[config.mk]
export PLATFORM = sky130hd
export DESIGN_NAME = styled_xor_line_pixels_flat
export DESIGN_NICKNAME = d
export VERILOG_FILES = /design/src/hw/rtl/sxl_pkg.sv /design/src/hw/rtl/sxl_ifs.sv /design/src/hw/rtl/styled_xor_line_pixels.sv /design/src/hw/rtl/sxl_front.sv /design/src/hw/rtl/sxl_queue.sv /design/src/hw/rtl/sxl_back.sv /design/src/flat_wrapper.sv
export SDC_FILE = /design/constraint.sdc
export NUM_CORES = 1
export LEC_CHECK = 0
export BUFFER_PORTS_ARGS = -buffer_cell sky130_fd_sc_hd__buf_4
export CORE_UTILIZATION = 50
export CTS_CLUSTER_DIAMETER = 80
export DETAILED_ROUTE_END_ITERATION = 12
export HOLD_SLACK_MARGIN = 0.12
export PLACE_DENSITY = 0.65
export SLEW_MARGIN = 20
export SYNTH_ARGS = -nofsm -noshare
export SYNTH_HDL_FRONTEND = slang
export SYNTH_SLANG_ARGS = --single-unit
[constraint.sdc]
create_clock -name clock -period 8.8 [get_ports clock]
set_input_delay 1.76 -clock clock [delete_from_list [all_inputs] [get_ports clock]]
set_output_delay 1.76 -clock clock [all_outputs]
set_load 0.01 [all_outputs]
[src/hw/rtl/sxl_pkg.sv]
package sxl_pkg;

   // Configuration register indexes.
   localparam logic CSR_IDX_PEN_COLOR  = 1'b0;
   localparam logic CSR_IDX_LINE_STYLE = 1'b1;

   localparam int CSR_IDX_W  = 1;
   localparam int CSR_DATA_W = 8;
   localparam int PEN_W      = 8;
   localparam int STYLE_W    = 3;
   localparam int PATTERN_W  = 16;

   localparam logic [PEN_W-1:0] PEN_RESET = 8'h01;

   // Style reload request from the register file to the pixel engine.
   typedef struct packed {
      logic                 load;
      logic [PATTERN_W-1:0] pattern;
   } style_load_type;

   // Fill state of the item queue.
   typedef struct packed {
      logic full;
      logic empty;
   } queue_status_type;

   // Eight fixed dash patterns selected by the line style register.
   function automatic logic [PATTERN_W-1:0] dash_pattern(input logic [STYLE_W-1:0] sel);
      logic [PATTERN_W-1:0] pat;
      case (sel)
         3'd0:    pat = 16'hffff;
         3'd1:    pat = 16'h7777;
         3'd2:    pat = 16'h1863;
         3'd3:    pat = 16'h0303;
         3'd4:    pat = 16'h0770;
         3'd5:    pat = 16'h3333;
         3'd6:    pat = 16'h7077;
         3'd7:    pat = 16'h0630;
         default: pat = 16'hffff;
      endcase
      return pat;
   endfunction

endpackage

[src/hw/rtl/sxl_ifs.sv]
interface sxl_req_if #(
   parameter int COORD_BITS = 12,
   parameter int PIXEL_BITS = 8
);
   logic                  valid;
   logic                  ready;
   logic                  op;
   logic [COORD_BITS-1:0] start_x;
   logic [COORD_BITS-1:0] start_y;
   logic [COORD_BITS-1:0] end_x;
   logic [COORD_BITS-1:0] end_y;
   logic [PIXEL_BITS-1:0] pixel_in;

   modport source (output valid, op, start_x, start_y, end_x, end_y, pixel_in,
                   input ready);
   modport sink   (input valid, op, start_x, start_y, end_x, end_y, pixel_in,
                   output ready);
endinterface

interface sxl_rsp_if #(
   parameter int PIXEL_BITS = 8
);
   logic                  valid;
   logic                  ready;
   logic [PIXEL_BITS-1:0] pixel_out;
   logic                  last_pixel;

   modport source (output valid, pixel_out, last_pixel, input ready);
   modport sink   (input valid, pixel_out, last_pixel, output ready);
endinterface

[src/hw/rtl/styled_xor_line_pixels.sv]
// Dashed-line XOR styling of a line segment. A start item (op 0) carries the
// two endpoints; it sets up the Bresenham error terms and a pixel count equal
// to the larger of the absolute x and y deltas, and returns no result. Each
// pixel item (op 1) then returns that pixel, XORed with pen_color when the top
// bit of the 16-bit dash pattern is set, with last_pixel marking the final
// pixel of the segment. Pixel items that arrive when no pixels are left are
// dropped without a result. A new start item abandons any pixels still left
// but keeps the dash phase. Writing line_style reloads the dash pattern from
// an eight-entry table and restarts the dash distance counter. The user must
// write pen_color and line_style only while the block is idle; the block
// itself does not enforce this. Throughput is one item per clock, start items
// included, as long as results are taken. An input register, a four-entry item
// queue and the pixel engine's output register sit in line, and a pixel's
// result passes through them in that order. The pixel engine updates the error
// term and the dash counter as it pops each item, which sets that pace.
module styled_xor_line_pixels #(
   parameter int COORD_BITS = 12,
   parameter int PIXEL_BITS = 8
) (
   input  logic                           clock,
   input  logic                           reset,
   sxl_req_if.sink                        req_bus,
   sxl_rsp_if.source                      rsp_bus,
   input  logic                           csr_we,
   input  logic [sxl_pkg::CSR_IDX_W-1:0]  csr_index,
   input  logic [sxl_pkg::CSR_DATA_W-1:0] csr_data
);

   localparam int QUEUE_W     = 2 * COORD_BITS + PIXEL_BITS + 1;
   localparam int QUEUE_DEPTH = 4;

   logic                         q_push, q_pop;
   logic [QUEUE_W-1:0]           q_in_data, q_head_data;
   sxl_pkg::queue_status_type    q_status;
   sxl_pkg::style_load_type      style_load;
   logic [sxl_pkg::PEN_W-1:0]    pen_color_ff;

   // The pen color is held here; a line style write is passed on to the
   // pixel engine as a one-cycle pattern reload.
   always_ff @(posedge clock) begin
      if (reset) begin
         pen_color_ff <= sxl_pkg::PEN_RESET;
      end else if (csr_we && (csr_index == sxl_pkg::CSR_IDX_PEN_COLOR)) begin
         pen_color_ff <= csr_data[sxl_pkg::PEN_W-1:0];
      end
   end

   assign style_load.load    = csr_we && (csr_index == sxl_pkg::CSR_IDX_LINE_STYLE);
   assign style_load.pattern = sxl_pkg::dash_pattern(csr_data[sxl_pkg::STYLE_W-1:0]);

   // The input stage turns endpoints into absolute deltas.
   sxl_front #(
      .COORD_BITS (COORD_BITS),
      .PIXEL_BITS (PIXEL_BITS)
   ) u_front (
      .clock   (clock),
      .reset   (reset),
      .req_bus (req_bus),
      .q_full  (q_status.full),
      .q_push  (q_push),
      .q_data  (q_in_data)
   );

   // The queue lets the input side keep accepting while a result waits.
   sxl_queue #(
      .WIDTH (QUEUE_W),
      .DEPTH (QUEUE_DEPTH)
   ) u_queue (
      .clock     (clock),
      .reset     (reset),
      .push      (q_push),
      .push_data (q_in_data),
      .pop       (q_pop),
      .head_data (q_head_data),
      .status    (q_status)
   );

   // The pixel engine walks the line and styles each pixel.
   sxl_back #(
      .COORD_BITS (COORD_BITS),
      .PIXEL_BITS (PIXEL_BITS)
   ) u_back (
      .clock      (clock),
      .reset      (reset),
      .q_data     (q_head_data),
      .q_status   (q_status),
      .q_pop      (q_pop),
      .pen_color  (pen_color_ff),
      .style_load (style_load),
      .rsp_bus    (rsp_bus)
   );

   // The queue can never report full and empty at once.
   a_queue_sane: assert property (@(posedge clock) disable iff (reset)
      !(q_status.full && q_status.empty))
      else $error("item queue reports full and empty together");

   // The input stage only pushes into a queue that has room.
   a_no_overflow: assert property (@(posedge clock) disable iff (reset)
      q_push |-> !q_status.full)
      else $error("push into a full item queue");

   // A new result appears only after the pixel engine took an item.
   a_result_from_queue: assert property (@(posedge clock) disable iff (reset)
      (rsp_bus.valid && !$past(rsp_bus.valid)) |-> $past(q_pop))
      else $error("result without a dequeued item");

   // The engine never pops an empty queue.
   a_no_underflow: assert property (@(posedge clock) disable iff (reset)
      q_pop |-> !q_status.empty)
      else $error("pop from an empty item queue");

endmodule

[src/hw/rtl/sxl_front.sv]
// Input stage: registers each item and reduces segment endpoints to the
// absolute x and y deltas before the item enters the queue.
module sxl_front #(
   parameter int COORD_BITS = 12,
   parameter int PIXEL_BITS = 8
) (
   input  logic                              clock,
   input  logic                              reset,
   sxl_req_if.sink                           req_bus,
   input  logic                              q_full,
   output logic                              q_push,
   output logic [2*COORD_BITS+PIXEL_BITS:0]  q_data
);

   logic                  vld_ff;
   logic                  op_ff;
   logic [COORD_BITS-1:0] x0_ff, y0_ff, x1_ff, y1_ff;
   logic [PIXEL_BITS-1:0] pix_ff;
   logic [COORD_BITS-1:0] dx, dy;
   logic                  take;

   assign req_bus.ready = !vld_ff || !q_full;
   assign take          = req_bus.valid && req_bus.ready;
   assign q_push        = vld_ff && !q_full;

   always_ff @(posedge clock) begin
      if (reset) begin
         vld_ff <= 1'b0;
      end else if (take) begin
         vld_ff <= 1'b1;
      end else if (q_push) begin
         vld_ff <= 1'b0;
      end
   end

   always_ff @(posedge clock) begin
      if (take) begin
         op_ff  <= req_bus.op;
         x0_ff  <= req_bus.start_x;
         y0_ff  <= req_bus.start_y;
         x1_ff  <= req_bus.end_x;
         y1_ff  <= req_bus.end_y;
         pix_ff <= req_bus.pixel_in;
      end
   end

   assign dx = (x0_ff > x1_ff) ? (x0_ff - x1_ff) : (x1_ff - x0_ff);
   assign dy = (y0_ff > y1_ff) ? (y0_ff - y1_ff) : (y1_ff - y0_ff);

   assign q_data = {op_ff, dx, dy, pix_ff};

endmodule

[src/hw/rtl/sxl_queue.sv]
// Small register FIFO between the input stage and the pixel engine.
module sxl_queue #(
   parameter int WIDTH = 33,
   parameter int DEPTH = 4
) (
   input  logic                      clock,
   input  logic                      reset,
   input  logic                      push,
   input  logic [WIDTH-1:0]          push_data,
   input  logic                      pop,
   output logic [WIDTH-1:0]          head_data,
   output sxl_pkg::queue_status_type status
);

   localparam int PTR_W = (DEPTH > 1) ? $clog2(DEPTH) : 1;
   localparam int CNT_W = $clog2(DEPTH + 1);
   localparam logic [PTR_W-1:0] LAST_PTR = PTR_W'(DEPTH - 1);
   localparam logic [CNT_W-1:0] FULL_CNT = CNT_W'(DEPTH);

   logic [WIDTH-1:0] slot_ff [DEPTH];
   logic [PTR_W-1:0] wr_ptr_ff, rd_ptr_ff;
   logic [CNT_W-1:0] count_ff;
   logic             do_push, do_pop;

   assign status.full  = (count_ff == FULL_CNT);
   assign status.empty = (count_ff == '0);
   assign do_push      = push && !status.full;
   assign do_pop       = pop && !status.empty;
   assign head_data    = slot_ff[rd_ptr_ff];

   always_ff @(posedge clock) begin
      if (reset) begin
         wr_ptr_ff <= '0;
         rd_ptr_ff <= '0;
         count_ff  <= '0;
      end else begin
         if (do_push) begin
            wr_ptr_ff <= (wr_ptr_ff == LAST_PTR) ? '0 : wr_ptr_ff + 1'b1;
         end
         if (do_pop) begin
            rd_ptr_ff <= (rd_ptr_ff == LAST_PTR) ? '0 : rd_ptr_ff + 1'b1;
         end
         if (do_push && !do_pop) begin
            count_ff <= count_ff + 1'b1;
         end else if (do_pop && !do_push) begin
            count_ff <= count_ff - 1'b1;
         end
      end
   end

   always_ff @(posedge clock) begin
      if (do_push) begin
         slot_ff[wr_ptr_ff] <= push_data;
      end
   end

endmodule

[src/hw/rtl/sxl_back.sv]
// Pixel engine: loads the line setup from start items and styles one pixel
// item per cycle into the output register while results are taken.
module sxl_back #(
   parameter int COORD_BITS = 12,
   parameter int PIXEL_BITS = 8
) (
   input  logic                              clock,
   input  logic                              reset,
   input  logic [2*COORD_BITS+PIXEL_BITS:0]  q_data,
   input  sxl_pkg::queue_status_type         q_status,
   output logic                              q_pop,
   input  logic [sxl_pkg::PEN_W-1:0]         pen_color,
   input  sxl_pkg::style_load_type           style_load,
   sxl_rsp_if.source                         rsp_bus
);

   localparam int ERR_W = COORD_BITS + 3;

   logic                          h_op;
   logic [COORD_BITS-1:0]         h_dx, h_dy;
   logic [PIXEL_BITS-1:0]         h_pix;
   logic [PIXEL_BITS-1:0]         pen_ext;

   logic [sxl_pkg::PATTERN_W-1:0] pattern_ff;
   logic [2:0]                    dist_ff;
   logic [ERR_W-1:0]              err_ff, axial_ff, diag_ff;
   logic [COORD_BITS-1:0]         left_ff;
   logic                          out_vld_ff;
   logic [PIXEL_BITS-1:0]         out_pix_ff;
   logic                          out_last_ff;

   logic [COORD_BITS-1:0]         major, minor;
   logic [ERR_W-1:0]              twice_minor, major_ext, twice_major;
   logic                          is_start, is_pixel, axial_step, styled;
   logic [2:0]                    dist_mid;

   assign {h_op, h_dx, h_dy, h_pix} = q_data;

   if (PIXEL_BITS <= sxl_pkg::PEN_W) begin : g_pen_narrow
      assign pen_ext = pen_color[PIXEL_BITS-1:0];
   end else begin : g_pen_wide
      assign pen_ext = {{(PIXEL_BITS - sxl_pkg::PEN_W){1'b0}}, pen_color};
   end

   assign q_pop    = !q_status.empty && (!out_vld_ff || rsp_bus.ready);
   assign is_start = q_pop && !h_op;
   assign is_pixel = q_pop && h_op && (left_ff != '0);

   // Equal deltas take the y-major branch.
   assign major       = (h_dx > h_dy) ? h_dx : h_dy;
   assign minor       = (h_dx > h_dy) ? h_dy : h_dx;
   assign twice_minor = {2'b00, minor, 1'b0};
   assign major_ext   = {3'b000, major};
   assign twice_major = {2'b00, major, 1'b0};

   assign axial_step = err_ff[ERR_W-1];
   assign styled     = pattern_ff[sxl_pkg::PATTERN_W-1];
   assign dist_mid   = dist_ff[2] ? (dist_ff + 3'd4) : dist_ff;

   always_ff @(posedge clock) begin
      if (reset) begin
         pattern_ff <= sxl_pkg::dash_pattern('0);
         dist_ff    <= '0;
         err_ff     <= '0;
         left_ff    <= '0;
      end else if (style_load.load) begin
         pattern_ff <= style_load.pattern;
         dist_ff    <= '0;
      end else if (is_start) begin
         err_ff  <= twice_minor - major_ext;
         left_ff <= major;
      end else if (is_pixel) begin
         if (dist_ff[2]) begin
            pattern_ff <= {pattern_ff[sxl_pkg::PATTERN_W-2:0], styled};
         end
         dist_ff <= dist_mid - (axial_step ? 3'd2 : 3'd3);
         err_ff  <= err_ff + (axial_step ? axial_ff : diag_ff);
         left_ff <= left_ff - 1'b1;
      end
   end

   always_ff @(posedge clock) begin
      if (is_start) begin
         axial_ff <= twice_minor;
         diag_ff  <= twice_minor - twice_major;
      end
   end

   always_ff @(posedge clock) begin
      if (reset) begin
         out_vld_ff <= 1'b0;
      end else if (is_pixel) begin
         out_vld_ff <= 1'b1;
      end else if (rsp_bus.ready) begin
         out_vld_ff <= 1'b0;
      end
   end

   always_ff @(posedge clock) begin
      if (is_pixel) begin
         out_pix_ff  <= styled ? (h_pix ^ pen_ext) : h_pix;
         out_last_ff <= (left_ff == COORD_BITS'(1));
      end
   end

   assign rsp_bus.valid      = out_vld_ff;
   assign rsp_bus.pixel_out  = out_pix_ff;
   assign rsp_bus.last_pixel = out_last_ff;

endmodule
[src/flat_wrapper.sv]
// flat-port wrapper written by rule: the top's interface ports become plain ports
module styled_xor_line_pixels_flat 
#(
   parameter int COORD_BITS = 12,
   parameter int PIXEL_BITS = 8
)
  (clock, reset, csr_we, csr_index, csr_data, req_bus_valid, req_bus_op, req_bus_start_x, req_bus_start_y, req_bus_end_x, req_bus_end_y, req_bus_pixel_in, req_bus_ready, rsp_bus_valid, rsp_bus_pixel_out, rsp_bus_last_pixel, rsp_bus_ready);
  sxl_req_if #(.COORD_BITS(COORD_BITS), .PIXEL_BITS(PIXEL_BITS)) req_bus_i ();
  sxl_rsp_if #(.PIXEL_BITS(PIXEL_BITS)) rsp_bus_i ();
  input  logic clock;
  input  logic reset;
  input  logic csr_we;
  input  logic [sxl_pkg::CSR_IDX_W-1:0] csr_index;
  input  logic [sxl_pkg::CSR_DATA_W-1:0] csr_data;
  input wire logic [$bits(req_bus_i.valid)-1:0] req_bus_valid;
  input wire logic [$bits(req_bus_i.op)-1:0] req_bus_op;
  input wire logic [$bits(req_bus_i.start_x)-1:0] req_bus_start_x;
  input wire logic [$bits(req_bus_i.start_y)-1:0] req_bus_start_y;
  input wire logic [$bits(req_bus_i.end_x)-1:0] req_bus_end_x;
  input wire logic [$bits(req_bus_i.end_y)-1:0] req_bus_end_y;
  input wire logic [$bits(req_bus_i.pixel_in)-1:0] req_bus_pixel_in;
  output wire logic [$bits(req_bus_i.ready)-1:0] req_bus_ready;
  output wire logic [$bits(rsp_bus_i.valid)-1:0] rsp_bus_valid;
  output wire logic [$bits(rsp_bus_i.pixel_out)-1:0] rsp_bus_pixel_out;
  output wire logic [$bits(rsp_bus_i.last_pixel)-1:0] rsp_bus_last_pixel;
  input wire logic [$bits(rsp_bus_i.ready)-1:0] rsp_bus_ready;
  assign req_bus_i.valid = req_bus_valid;
  assign req_bus_i.op = req_bus_op;
  assign req_bus_i.start_x = req_bus_start_x;
  assign req_bus_i.start_y = req_bus_start_y;
  assign req_bus_i.end_x = req_bus_end_x;
  assign req_bus_i.end_y = req_bus_end_y;
  assign req_bus_i.pixel_in = req_bus_pixel_in;
  assign req_bus_ready = req_bus_i.ready;
  assign rsp_bus_valid = rsp_bus_i.valid;
  assign rsp_bus_pixel_out = rsp_bus_i.pixel_out;
  assign rsp_bus_last_pixel = rsp_bus_i.last_pixel;
  assign rsp_bus_i.ready = rsp_bus_ready;
  styled_xor_line_pixels #(.COORD_BITS(COORD_BITS), .PIXEL_BITS(PIXEL_BITS)) u_core (.clock(clock), .reset(reset), .req_bus(req_bus_i), .rsp_bus(rsp_bus_i), .csr_we(csr_we), .csr_index(csr_index), .csr_data(csr_data));
endmodule
==> results.md, run 1 <==
* Status: complete, no violations
* Clk pin slew, worst setup/hold paths at 0.06 ns
* Share of the synthesized area in the top cell type at 0.439
* Max Slew Vio Count at 0
* DRC Markers at 0
* Async SR Flop Fraction at 0
* Number of synthesized flops with an enable pin at 223
* Area Overhead vs Synth at 13.1%
* Hold slack at 0.462 ns
* Synthesized cell area at 15,200 um2
* CP Data Required Time at 9.27 ns
* Synth area leader: edfxtp_1
* Post-synth net total at 1,510
* Setup repair bufs after CTS at 0
* CTS tree: yes
* PD cells at 426 nW/um2
* Worst-Margin Slew at 1.01 ns
* Cts hold-fix bufs at 0
* Simple-gate share of the synthesized area at 0.111
* Post-DP HPWL at 21.6 mm
* Hold/Removal Path Class: register to register
* Post-synthesis xor/xnor area fraction at 0.0316
* Wire per inst at 17.0 um
* Top post-synthesis cells by area: edfxtp_1 (44%), dfxtp_1 (8.4%), ha_1 (7.6%)
* Die Span Y at 177 um
* HP Start: u_core.pen_color_ff[3]$_SDFFE_PP0P_
* Gate count after technology mapping at 1,340
* Die W at 177 um
* TritonCTS Buffers at 31
* Initial Util at 0.511
* Largest net degree at the start of global routing at 58
* Reg area at 7980 um2
* Layout Nets at 1,576
* Antenna Cells at 0
* Crit Path Category: register to register
* Initial antenna violation count at 0
* Syn avg cell area at 11.4 um2
* Crit path launch type: register
* Synthesized flop and latch total at 287
* Core area at 29,800 um2
* Hold Fails Final Rpt at 0
* Critical Path AT at 6.28 ns
* Root Driver: clkbuf_16
* Crit end category: register
* GRT overflow at 0
* Crit Path Max Fanout at 37
* Largest family of logic cells by synthesized area: compound AO/OA/AOI/OAI gates
* Yosys warns at 0
* Share of post-route cells with drive strength above 1 at 0.146
* Worst-skew pair later-pin latency at 0.57 ns
* Clk sinks at 287
* Top_reg_cell synth: edfxtp_1
* Final setup TNS at 0 ns
* IO Port Bufs at 81
* Adder-Cell Fraction of Synth Area at 0.0862
* Fmax at 172 MHz
* ANT nets after route at 0
* Crit share post-route at 0.661
* # H-tree levels at 1
* GP Congestion at 0.920
* Unrepaired setup endpoints after global routing: no
* Synth top cells by count: edfxtp_1 (223), nand2_1 (127), inv_1 (98)
* Post-Route Skew at 0.00959 ns
* Fillers at 2,493
* TritonRoute pass-1 iters at 5
* Final WL at 31.0 mm
* Min Tclk post-route at 5.81 ns
* Seq/Total Area, Yosys at 0.524
* Post-CTS Resized at 0
* Multiplexer share of the synthesized area at 0.0851
* Die area at 31,200 um2
* Iteration-0 DRC count of the detailed router at 609
* I/O pins at 82
* Final setup vio count at 0
* Global-route wire length before repair at 50.1 mm
* Via density at 5.59
* Compound-gate portion of the synthesized area at 0.121
* VDD IR-drop max at 224 uV
* Via count at 10.2k
* Slew headroom at 0.328
* Leakage power at 6.90 nW
* Num rows at 63
* Max_cap viols at 0
* DP Worst Slack at 3.01 ns
* Most common cell in the netlist: edfxtp_1
* Vias in the first global route at 9,835
* Total GRT Usage at 0.201
* Final WS setup at 2.99 ns
* Clk buf depth at 3
* Count of cell types in the netlist at 70
* Multi-input combinational cell area at 6640 um2
through the flow:
step	cell area (um2)	util	std cells	total power, mW
final	17200	0.579	1821	7.34
after global routing	17200	0.579	1821	7.87
after CTS	17200	0.579	1821	7.33
after detailed placement	16200	0.543	1763	5.94
after global placement	16200	0.543	1763	5.90
after floorplan	15200	-	1340	5.01
state kept, by name (all words and copies together), names as in the netlist, 8 cells and up, named ones only:
signal                           count
u_core.u_back.err_ff                14
u_core.u_queue.slot_ff             132
u_core.u_back.rsp_bus.pixel_out      8
u_core.u_front.y1_ff                12
u_core.u_front.x0_ff                12
u_core.pen_color_ff                  8
u_core.u_front.pix_ff                8
u_core.u_front.y0_ff                12
u_core.u_back.pattern_ff            16
u_core.u_back.left_ff               12
u_core.u_front.x1_ff                12
u_core.u_back.axial_ff              12
u_core.u_back.diag_ff               13
where the power goes:
part           internal (mW)  switching, mW
Clock                  0.816          0.539
Sequential              1.84          0.111
Combinational           1.58           2.45
Total                   4.23           3.10
layout by cell type, fill, tap and decap left out, drive strengths merged, types with 6 or more instances in the layout:
cell type  count
a211oi        13
a21o          31
a21oi         91
a221oi         6
a22oi          8
a31oi          9
and2           8
and3          10
buf           90
clkbuf        39
clkinv         9
dfxtp         64
edfxtp       223
fa             7
ha            92
inv          104
mux2          16
mux2i         37
mux4          33
nand2        127
nand2b        21
nand3         21
nand4         13
nor2          88
nor2b         28
nor3          18
o211ai         9
o21ai         86
xnor2         36
xor2          19
cell type report:
cell class                      instances  share of cell area
Sequential cell                       287               0.463
Inverter                              101              0.0220
Timing Repair Buffer                   90              0.0392
Multi-Input combinational cell        895               0.385
Clock inverter                         19              0.0145
Tap cell                              390              0.0283
Clock buffer                           39              0.0479
path summary, 6_finish.rpt:
path	endpoint	slack [ns]	cells after the start
setup / recovery	u_core.u_back.err_ff[11]$_SDFFE_PP0P_	2.99	18
setup reg to reg	u_core.u_back.err_ff[11]$_SDFFE_PP0P_	2.99	18
hold / removal	u_core.pen_color_ff[3]$_SDFFE_PP0P_	0.46	2
hold reg to reg	u_core.pen_color_ff[3]$_SDFFE_PP0P_	0.46	2
metal layers:
metal	vias up	track usage	share of wire
li1	4992	-	-
met1	4930	0.288	0.48
met2	223	0.328	0.46
met3	33	0.0295	0.049
met4	0	0.0359	0.016
met5	-	0	0
kinds of logic after synthesis:
family / Yosys count
fa+ha+maj: 101
compound gates: 295
mux: 86
simple gates: 358
buf+inv: 158
xor+xnor: 55
flops: 287
critical path, stage by stage, from the launching register on:
cell and delay, ns:
dfxtp_2 0.31, buf_4 0.52, mux4_2 0.69, ha_1 0.45, nand4_2 0.19, a21o_1 0.25
a21oi_4 0.76, nor2_1 0.11, a21oi_1 0.20, ha_1 0.32, a21oi_1 0.21, o21ai_0 0.11
mux2i_1 0.26, maj3_2 0.26, o211ai_2 0.09, a31oi_1 0.39, o211ai_2 0.14, xnor2_1 0.15
a2111oi_2 0.29
(Power assumes the default switching activity.)
==> inputs of run 2 (changes only) <==
Settings changed: PLACE_DENSITY 0.65 to 0.68.
Clock period 8.8 ns to 5 ns, I/O delays scaled along.
==> run 2 against run 1 <==
Net effect: sequential power increased by 76%; clock skew increased by 0.010 ns; design area increased by 1.8%; register-to-register slack got worse by 2.7 ns; clock-buffer cell count increased by 9; worst hold slack improved by 0.00067 ns; non-clock buffer count increased by 18; final cell count increased by 1.1%; sequential cell count unchanged; global-route usage decreased by 0.48 points; maximum frequency increased by 24%; combinational power increased by 81%.
==> results.md, run 2 (same netlist as run 1, synthesis figures left out) <==
* Vias in the first global route at 9,690
* TritonRoute pass-1 iters at 5
* CP max-delay cell: mux4_2
* PD cells at 752 nW/um2
* Final setup TNS at 0 ns
* GP Congestion at 0.883
* Num rows at 63
* Core area at 29,800 um2
* Final WL at 30.4 mm
* Iteration-0 DRC count of the detailed router at 754
* Fmax at 213 MHz
* Min Tclk post-route at 4.69 ns
* Clk pin slew, worst setup/hold paths at 0.06 ns
* Via count at 10.1k
* Via density at 5.49
* # H-tree levels at 2
* Slew headroom at 0.410
* Initial antenna violation count at 0
* Cells on worst reg2reg path at 19
* Initial Util at 0.511
* Worst stage delay on the critical path at 0.55 ns
* I/O pins at 82
* Hold Fails Final Rpt at 0
* Fillers at 2,446
* GRT overflow at 0
* Max Slew Vio Count at 0
* Root Driver: clkbuf_16
* Layout Nets at 1,597
* CTS tree: yes
* Crit path launch type: register
* Leakage power at 7.04 nW
* Largest net degree at the start of global routing at 58
* CP Data Required Time at 5.42 ns
* ANT nets after route at 0
* Worst path top cell family by delay: compound AO/OA/AOI/OAI gates
* Crit end category: register
* Worst-skew pair later-pin latency at 0.51 ns
* Hold/Removal Path Class: register to register
* Clk buf depth at 3
* R2R setup slack at 0.31 ns
* Crit share post-route at 0.938
* Status: complete, no violations
* Area Overhead vs Synth at 15.2%
* Area post-placement at 16,300 um2
* TritonCTS Buffers at 34
* Crit Path Category: register to register
* Die W at 177 um
* Largest Register: u_core.u_queue.slot_ff
* Die Span Y at 177 um
* WHS Path Cells at 2
* Max_cap viols at 0
* Cts hold-fix bufs at 0
* DRC Markers at 0
* Wire per inst at 16.5 um
* Hold EP: u_core.pen_color_ff[4]$_SDFFE_PP0P_
* HP Start: u_core.pen_color_ff[4]$_SDFFE_PP0P_
* Antenna Cells at 0
* IO Port Bufs at 81
* Total GRT Usage at 0.196
* Critical Path AT at 5.11 ns
* Post-Route Skew at 0.0200 ns
* Finished Cell Area at 17,600 um2
* Max FFs per register at 132
* Most frequent cells in the layout: edfxtp_1 (223), nand2_1 (127), buf_4 (104)
* Global-route wire length before repair at 48.9 mm
* VDD IR-drop max at 459 uV
* Die area at 31,200 um2
* Worst-path cell chain: buf_12 > mux4_2 > inv_1 > ha_2 > a21oi_1 > o21a_1 > o211a_1 > a21o_1 > buf_4 > o21ai_0 > fa_1 > inv_1 > a21oi_1 > maj3_2 > o21ba_2 > o21ai_1 > a31oi_1 > xor2_1 > a211oi_1
* Largest regs: u_core.u_queue.slot_ff (132), u_core.u_back.pattern_ff (16), u_core.u_back.err_ff (14)
* Share of post-route cells with drive strength above 1 at 0.163
* Post-DP HPWL at 21.1 mm
* Clk sinks at 287
* WP buf/inv at 4
* Worst-Margin Slew at 0.886 ns
* FF-to-FF End: u_core.u_back.err_ff[10]$_SDFFE_PP0P_
* Most common cell after layout, fill and taps aside: edfxtp_1
* Crit Path Max Fanout at 15
* Final setup vio count at 0
## run 2: how the worst max path moves through the flow
stage	from	slack, ns	endpoint	depth (start not counted)
6_report	register	0.31	u_core.u_back.err_ff[10]$_SDFFE_PP0P_	19
2_1_floorplan	register	0.01	u_core.u_back.err_ff[11]$_SDFFE_PP0P_	27
5_1_grt	register	-0.02	u_core.u_back.err_ff[10]$_SDFFE_PP0P_	19
3_3_place_gp	register	0.32	u_core.u_back.err_ff[10]$_SDFFE_PP0P_	18
3_5_place_dp	register	0.21	u_core.u_back.err_ff[11]$_SDFFE_PP0P_	20
4_1_cts	register	0.17	u_core.u_back.err_ff[11]$_SDFFE_PP0P_	20
## run 2: final cells by class
class                      instances  area (um2)  share of cell area
tap                              390         488              0.0278
sequential                       287        7980               0.455
clock inverter                    12         130             0.00741
multi-input combinational        895        6700               0.382
inverter                         101         379              0.0216
clock buffer                      48        1010              0.0573
timing repair buffer             108         871              0.0496
## run 2: report_power, final
part / switching, mW / internal [mW] / leakage [nW]
sequential: 0.205 / 3.23 / 2.60
combinational: 4.28 / 3.04 / 3.88
clock: 0.931 / 1.51 / 0.553
total: 5.42 / 7.78 / 7.04
## run 2: tightest hold or removal path, stage by stage (launching register included)
cell and delay [ns]:
dfxtp_1 0.31, nand2_1 0.05, a21oi_1 0.06
## run 2: per-layer routing
layer	vias to the layer above	routed length, um	global-route usage
met3	47	1060	0.0282
li1	5050	-	-
met4	0	772	0.0571
met2	209	14100	0.313
met5	-	0	0
met1	4804	14400	0.279
## run 2: metrics by stage
stage	hold slack [ns]	power [mW]	utilization	setup slack [ns]	cells
after detailed placement	0.449	10.5	0.546	0.207	1774
after floorplan	0.437	8.96	-	0.0103	1340
after CTS	0.457	13.0	0.585	0.168	1834
final	0.463	13.2	0.589	0.308	1841
after global placement	0.446	10.4	0.546	0.316	1774
after global routing	0.478	14.1	0.589	-0.0192	1841
## run 2: repair_timing
action                     4_1_cts  5_1_grt
resized for setup                0       10
setup buffers                    0        5
setup endpoints to repair        0        7
